--- src/sv/sorted_priority_queue_dedup_core_defines.svh ---
// assertion macros for the sorted priority queue core
`ifndef SORTED_PRIORITY_QUEUE_DEDUP_CORE_DEFINES_SVH
`define SORTED_PRIORITY_QUEUE_DEDUP_CORE_DEFINES_SVH

`ifndef NO_ASSERTIONS

// antecedent implies consequent in the same cycle
`define SPQ_ASSERT_IMP(lbl, clk, rst_n, ante, cons) \
    lbl: assert property (@(posedge clk) disable iff (!rst_n) (ante) |-> (cons)) \
        else $error("spq assertion failed");

// antecedent implies consequent in the next cycle
`define SPQ_ASSERT_NXT(lbl, clk, rst_n, ante, cons) \
    lbl: assert property (@(posedge clk) disable iff (!rst_n) (ante) |=> (cons)) \
        else $error("spq assertion failed");

`else

`define SPQ_ASSERT_IMP(lbl, clk, rst_n, ante, cons)
`define SPQ_ASSERT_NXT(lbl, clk, rst_n, ante, cons)

`endif

`endif

--- src/sv/spq_pkg.sv ---
// shared types and constants of the sorted priority queue core
package spq_pkg;

    localparam int KEY_W     = 64;
    localparam int PAYLOAD_W = 32;
    localparam int STATUS_W  = 3;
    localparam int OCC_W     = 5;

    typedef logic [STATUS_W-1:0] t_status;

    localparam t_status ST_INSERTED  = 3'd0;
    localparam t_status ST_DUPLICATE = 3'd1;
    localparam t_status ST_REMOVED   = 3'd2;
    localparam t_status ST_EMPTY     = 3'd3;
    localparam t_status ST_FULL      = 3'd4;

    localparam logic KIND_INSERT = 1'b0;
    localparam logic KIND_REMOVE = 1'b1;

    // per-cycle command broadcast to every cell
    typedef struct packed {
        logic cmp_en;
        logic ins_en;
        logic rem_en;
    } t_cell_ctl;

endpackage

--- src/sv/spq_cell.sv ---
// one cell of the sorted chain: a key, a payload and compare flags
module spq_cell #(
    parameter int KEY_BITS = 64
) (
    input  logic                            i_clk,
    input  spq_pkg::t_cell_ctl              i_ctl,
    input  logic                            i_occ,
    input  logic [KEY_BITS-1:0]             i_key,
    input  logic [spq_pkg::PAYLOAD_W-1:0]   i_payload,
    input  logic                            i_prev_lt,
    input  logic [KEY_BITS-1:0]             i_prev_key,
    input  logic [spq_pkg::PAYLOAD_W-1:0]   i_prev_payload,
    input  logic [KEY_BITS-1:0]             i_next_key,
    input  logic [spq_pkg::PAYLOAD_W-1:0]   i_next_payload,
    output logic [KEY_BITS-1:0]             o_key,
    output logic [spq_pkg::PAYLOAD_W-1:0]   o_payload,
    output logic                            o_lt,
    output logic                            o_eq
);

    logic [KEY_BITS-1:0]           r_key;
    logic [KEY_BITS-1:0]           n_key;
    logic [spq_pkg::PAYLOAD_W-1:0] r_payload;
    logic [spq_pkg::PAYLOAD_W-1:0] n_payload;
    logic                          r_lt;
    logic                          r_eq;

    always_comb begin
        n_key     = r_key;
        n_payload = r_payload;
        if (i_ctl.ins_en) begin
            // smaller keys stay, the insertion point loads, the rest shift up
            if (!r_lt) begin
                if (i_prev_lt) begin
                    n_key     = i_key;
                    n_payload = i_payload;
                end else begin
                    n_key     = i_prev_key;
                    n_payload = i_prev_payload;
                end
            end
        end else if (i_ctl.rem_en) begin
            n_key     = i_next_key;
            n_payload = i_next_payload;
        end
    end

    always_ff @(posedge i_clk) begin
        r_key     <= n_key;
        r_payload <= n_payload;
        if (i_ctl.cmp_en) begin
            r_lt <= i_occ && (r_key < i_key);
            r_eq <= i_occ && (r_key == i_key);
        end
    end

    assign o_key     = r_key;
    assign o_payload = r_payload;
    assign o_lt      = r_lt;
    assign o_eq      = r_eq;

endmodule

--- config.mk ---
export PLATFORM = sky130hd
export DESIGN_NAME = spq_cell
export DESIGN_NICKNAME = d
export VERILOG_FILES = /design/src/sv/sorted_priority_queue_dedup_core_defines.svh /design/src/sv/spq_pkg.sv /design/src/sv/spq_cell.sv
export SDC_FILE = /design/constraint.sdc
export NUM_CORES = 1
export LEC_CHECK = 0
export ABC_AREA = 1
export BUFFER_PORTS_ARGS = -buffer_cell sky130_fd_sc_hd__buf_4
export CORE_AREA = 4 4 150 152
export DETAILED_ROUTE_END_ITERATION = 6
export DIE_AREA = 0 0 154 156
export PLACE_DENSITY = 0.62
export SETUP_SLACK_MARGIN = 0.3
export SYNTH_ARGS = -nofsm -noshare
export SYNTH_HDL_FRONTEND = slang
export SYNTH_SLANG_ARGS = --single-unit
--- constraint.sdc ---
create_clock -name i_clk -period 12.7 [get_ports i_clk]
set_clock_uncertainty 0.1 [all_clocks]
set_input_delay 0.635 -clock i_clk [delete_from_list [all_inputs] [get_ports i_clk]]
set_output_delay 0.635 -clock i_clk [all_outputs]
set_load 0.02 [all_outputs]
## Word level (Yosys, flattened, before mapping)

Cells that the tools add are included.

- Register bits after elaboration: 98
- Output and inout port bits: 98

- Reduce and logical (&&, ||, !) cells: 4
- Eq/ne operators: 2
- Multiplexer cells: 8
- Order comparisons: 1

Operator list:

| operator | count |
|---|---|
| $mux 64 | 4 |
| $mux 32 | 4 |
| $eq 64x64->1 | 1 |
| $lt 64x64->1 | 1 |
| $logic_and 1x1->1 | 2 |
| $ne 2x2->1 const B | 1 |
| $reduce_and 2->1 | 1 |
| $reduce_bool 2->1 | 1 |

## Longest topological paths before layout

Gate-level depths: netlist (run 1).

- Depth in word-level cells: 3
- Gate-level depth with buffers: 14
- Depth with buffers taken out: 14

## Least setup slack after synthesis (run 1)

OpenSTA, ideal clock, no wires.

- Path type: input port to flip-flop
- Start: input i_ctl[1] (netlist bit)
- End: register r_key[0] (netlist: o_key[0]) (enable)
- Setup time: 0.562 ns
- Setup slack: 6.808 ns
- Arrival time: 5.230 ns
- Stages on the path: 4
- Data required time: 12.038 ns
- Cells stage by stage: inv_2 > buf_6 > buf_2 > o21ai_1

- Longest elaborated chain between the ends: 2
- Elaborated cells on any way between the ends: 3

Ends and longest elaborated chain:

| item | line | RTL |
|---|---|---|
| start, declared | spq_cell.sv:6 | `input spq_pkg::t_cell_ctl i_ctl,` |
| $ne 2x2->1 (no source line) or $reduce_bool 2->1 (tied branches) | -- |  |
| $reduce_and 2->1 (no source line) (*) | -- |  |
| end signal, assigned | spq_cell.sv:49 | `r_key <= n_key;` |
| end, declared | spq_cell.sv:21 | `logic [KEY_BITS-1:0] r_key;` |

Every way passes the cells marked *; elsewhere a longest branch is shown, timed or not.
A chain may end at the register's enable or synchronous reset.

## Worst setup path after layout (run 1)

- Start: input i_ctl[1] (netlist bit)
- End: register r_key[57] (netlist: o_key[57]) (enable)

The elaborated chain is that of the path after synthesis.

==> results of run 1 <==
metrics by stage:
| step | worst slack, ns | power [mW] | hold slack [ns] | std cells | util |
|---|---|---|---|---|---|
| 3_3_place_gp | 8.76 | 0.708 | 0.746 | 1447 | 0.462 |
| 4_1_cts | 9.14 | 1.02 | 0.380 | 1462 | 0.477 |
| 6_report | 9.17 | 1.00 | 0.399 | 1462 | 0.477 |
| 5_1_grt | 8.99 | 1.06 | 0.381 | 1462 | 0.477 |
| 2_1_floorplan | 6.81 | 0.559 | 0.647 | 816 | - |
| 3_5_place_dp | 8.75 | 0.712 | 0.752 | 1447 | 0.462 |
worst max path at each step:
stage | depth (start not counted) | startpoint | slack, ns | to
CTS | 4 | i_ctl[1] | 9.14 | o_payload[14]
global placement | 4 | i_ctl[1] | 8.76 | o_payload[14]
finish | 4 | i_ctl[1] | 9.17 | o_key[57]
floorplan | 4 | i_ctl[1] | 6.81 | o_key[0]
global route | 4 | i_ctl[1] | 8.99 | o_key[57]
detailed placement | 4 | i_ctl[1] | 8.75 | o_payload[8]
worst reg2reg max path, cell delays in order, from the launching register on:
cell and delay (ns):
edfxtp_1 0.47, o21ai_4 0.90, buf_4 0.81
layer usage:
metal  global-route usage  up-vias  share of wire
met5                    0        -              0
met4               0.0719        0          0.030
met3               0.0502       40          0.077
met2                0.358      293           0.52
met1                0.216     3111           0.38
li1                     -     3485              -
kinds of logic (layout without fill, tap and decap cells):
logic type | Yosys count | after routing | synth area share
AO/OA/AOI/OAI | 228 | 228 | 0.175
flip-flops | 98 | 98 | 0.446
AND/OR/NAND/NOR | 302 | 302 | 0.177
adder cells (fa/ha/maj) | 64 | 64 | 0.121
buffers and inverters | 124 | 495 | 0.0811
cell usage after synthesis, drive strengths merged:
cell type / number
nand4: 4
ha: 64
o21a: 1
a21oi: 24
nand3b: 1
a21o: 4
nand3: 7
inv: 84
nor3: 5
o21ai: 198
and3: 1
clkbuf: 22
nand2: 165
nor2: 119
buf: 18
edfxtp: 98
o21bai: 1
area by class of cell:
class / instances / area share
clock buffers: 9 / 0.0225
clock inverters: 6 / 0.00898
inverters: 84 / 0.0317
multi-input cells: 594 / 0.313
flip-flops and latches: 98 / 0.293
well taps: 275 / 0.0343
repair buffers: 396 / 0.296
flip-flops by register name, indices dropped and copies added (netlist names):
register and count:
o_key 64, o_lt 1, o_payload 32, o_eq 1
power breakdown:
group	switching (mW)	total (mW)	leakage [nW]	internal (mW)
clock network	0.130	0.303	0.152	0.173
registers	0.0153	0.411	0.962	0.396
logic	0.153	0.289	3.77	0.135
total	0.299	1.00	4.89	0.704
==> results_dict.tcl, run 1 <==
set metrics [dict create \
    layout_commonest_cell "buf_4" \
    final_max_slew_viol_count 0 \
    peakVddDrop_v 0.0000647 \
    detail_route.vias_per_cell 4.74 \
    syn_avg_cell_area_um2 8.09 \
    fillCellCount 2115 \
    max_freq_ghz 0.283 \
    register_area_mm2 0.00294 \
    cts_resized 0 \
    tns_ns 0 \
    r2r-end "o_key[57]" \
    htreeDepth 3 \
    required_ns 12.57 \
    hold_viol_final 0 \
    area_delta_synth_final_pct 51.9 \
    synth_fp_nets 1174 \
    drc 0 \
    min_path_cells 1 \
    seq_area_frac_synth 0.446 \
    worst-path-buf-inv 3 \
    arrival_ns 3.41 \
    grt_start_max_net_pins 97 \
    cpMostUsedCell "buf_4" \
    numPortBuffers 391 \
    leakagePower_nw 4.89 \
    synth.largest_area_cell "edfxtp_1" \
    hold_path_class "in2reg" \
    yosysWarnings 0 \
    path_delay_family "buffers and inverters" \
    clk_latency_ns 0.35 \
    synth.top_cell.area_share 0.446 \
    r2r_slack_ns 9.97 \
    cts_hold_buf 0 \
    yosysUniqueCellTypes 22 \
    reg2reg_depth 2 \
    tightest_slew_ns 1.10 \
    worst_setup_path_end_kind "flip-flop" \
    ant_nets 0 \
    setup_violations 0 \
    fin_area_mm2 0.0100 \
    crit_chain "buf_4 -> clkinv_2 -> o21ai_4 -> buf_4" \
    num_io_pins 392 \
    cts_tree "built" \
    clock-sinks 98 \
    start_util 0.314 \
    grt_overflow 0 \
    crit_fanout 64 \
    grt_pass1_wl_um 36900 \
    critPathSlowestCell "o21ai_4" \
    nets 1541 \
    worstHoldEndpoint "o_lt" \
    ys_seq_elements 98 \
    multi_input_area_mm2 0.00314 \
    drive_gt1_frac 0.350 \
    synth_cells 816 \
    period_minus_slack_ns 3.53 \
    synth_area_mm2 0.00660 \
    maxCapViolCount 0 \
    postCtsSetupRepairBufs 0 \
    status "finished, final reports clean" \
    antenna_found_initial 0 \
    post-route-period-util 0.278 \
    wirelength_um 24900 \
    power.density_mw_per_mm2 100 \
    numCtsBuffers 9 \
    slowest_delay_ns 0.99 \
    dr.pass1.iters 5 \
    hold_start "i_ctl[2]" \
    layout_common_cells "buf_4, nand2_1, o21ai_0" \
    rsz0062_at_grt "false" \
    rows 53 \
    start_kind "input port" \
    vias 6929 \
    rr_startpoint "o_lt" \
    place_area_mm2 0.00971 \
    slew_headroom 0.263 \
    die_area_mm2 0.0240 \
    die_x_um 154 \
    first_global_vias 6897 \
    die_h_um 156 \
    clock-root-buffer "clkbuf_16" \
    critical_path_class "in2reg" \
    synthTopCellsByArea "edfxtp_1, ha_1, o21ai_0, nand2_1, nor2_1" \
    path_clk_slew_ns 0.07 \
    clk_path_buf_depth 2 \
    gp_congestion 0.874 \
    post-dp-hpwl_um 19400 \
    drtIter0Drc 327 \
    core_area_mm2 0.0210 \
    antenna_cells 0 \
    grt_util_all_layers 0.195 \
    post_drt_wl_per_cell_um 17.0 \
]
No activity file was read; power rests on OpenSTA's default activity.
==> run 2, diff against run 1 <==
==> constraint.sdc (replaced) <==
create_clock -name i_clk -period 3.49 [get_ports i_clk]
set_clock_uncertainty 0.1 [all_clocks]
set_input_delay 0.1745 -clock i_clk [delete_from_list [all_inputs] [get_ports i_clk]]
set_output_delay 0.1745 -clock i_clk [all_outputs]
set_load 0.02 [all_outputs]
==> results_dict.tcl, run 2 (synthesis results as in run 1) <==
set metrics [dict create \
    status "finished, final reports clean" \
    power.density_mw_per_mm2 348 \
    first_global_vias 6991 \
    clock-root-buffer "clkbuf_16" \
    grt_overflow 0 \
    dr.pass1.iters 4 \
    required_ns 3.49 \
    place_area_mm2 0.00974 \
    dp_slack_ns 1.46 \
    vias 7045 \
    layout_commonest_cell "buf_4" \
    tns_ns 0 \
    critical_path_class "reg2reg" \
    setup_violations 0 \
    final_max_slew_viol_count 0 \
    post_drt_wl_per_cell_um 16.9 \
    clk_path_buf_depth 2 \
    cts_resized 0 \
    fin_area_mm2 0.0103 \
    area_delta_synth_final_pct 56.0 \
    clk_latency_ns 0.35 \
    layoutNonFillerInstCount 1492 \
    die_h_um 156 \
    post-route-period-util 0.574 \
    nets 1570 \
    drive_gt1_frac 0.343 \
    die_area_mm2 0.0240 \
    clock-sinks 98 \
    p_total_mw 3.58 \
    antenna_cells 0 \
    setup_ws_ns 1.49 \
    maxCapViolCount 0 \
    cts_tree "built" \
    dp_cells 1449 \
    gp_congestion 0.812 \
    hold_ws_ns 0.0107 \
    numCtsBuffers 9 \
    peakVddDrop_v 0.000197 \
    numPortBuffers 391 \
    drtIter0Drc 336 \
    path_clk_slew_ns 0.08 \
    rsz0062_at_grt "false" \
    start_util 0.314 \
    layout_common_cells "buf_4, nand2_1, o21ai_0" \
    die_x_um 154 \
    post-dp-hpwl_um 19500 \
    antenna_found_initial 1 \
    num_io_pins 392 \
    slew_headroom 0.384 \
    wirelength_um 25200 \
    ant_nets 0 \
    utilization 0.490 \
    grt_start_max_net_pins 97 \
    hold_viol_final 0 \
    detail_route.vias_per_cell 4.72 \
    rows 53 \
    drc 0 \
    largest_reg_flops 64 \
    max_freq_ghz 0.499 \
    period_minus_slack_ns 2.00 \
    grt_util_all_layers 0.197 \
    fillCellCount 2091 \
    grt_pass1_wl_um 37400 \
    start_kind "flip-flop" \
    hold_path_class "in2reg" \
    worst_setup_path_end_kind "flip-flop" \
    core_area_mm2 0.0210 \
    crit_fanout 2 \
    tightest_slew_ns 0.924 \
    htreeDepth 3 \
    arrival_ns 2.01 \
    leakagePower_nw 5.00 \
]
[run 2: cell count changes in the layout (fill, tap and decap cells not counted), sizes merged]
cell,change
clkinvlp,-1
inv,+1
bufinv,-2
clkinv,+3
buf,+2
dlygate4sd3,+27
[run 2: where the power goes]
group          leakage (nW)  total [mW]  switching (mW)  internal, mW
clock                 0.144       0.998           0.498         0.500
sequential            0.963        1.49          0.0517          1.44
combinational          3.90        1.09           0.575         0.516
[run 2: layer usage]
layer  vias to the layer above  part of all wire  wire, µm  GRT usage
li1                       3545                 -         -          -
met1                      3172              0.40     10000      0.232
met2                       291              0.50     12600      0.352
met3                        35             0.078      1970     0.0510
met4                         2             0.024       605     0.0618
met5                         -           0.00048        12          0
[run 2: path summary, 6_finish.rpt]
kind	start	endpoint	slack, ns	depth (start not counted)
max reg2reg	o_key[45]	o_lt	1.49	10
min	i_next_payload[20]	o_payload[20]	0.01	3
max	o_key[45]	o_lt	1.49	10
min reg2reg	o_key[23]	o_lt	0.89	6
[run 2: area by class of cell]
type / count / area [µm²] / share of cell area
well taps: 275 / 344 / 0.0334
multi-input cells: 594 / 3140 / 0.304
clock inverters: 7 / 62.6 / 0.00607
inverters: 84 / 318 / 0.0309
repair buffers: 425 / 3270 / 0.318
flip-flops and latches: 98 / 2940 / 0.286
clock buffers: 9 / 225 / 0.0219
[run 2: worst max-delay path, cell delays in order (launching register included)]
cell      delay (ns)
edfxtp_1        0.40
ha_1            0.32
nand2_1         0.06
nor2_1          0.14
nand2_1         0.10
nor2_1          0.21
nand2_1         0.11
nor2_1          0.14
nand2_1         0.07
nand3_1         0.06
nor2_1          0.04
[run 2: what timing repair did]
item / in CTS / in global routing
setup buffers: 0 / 0
endpoints found under the hold margin: 28 / 0
hold buffers: 27 / 0
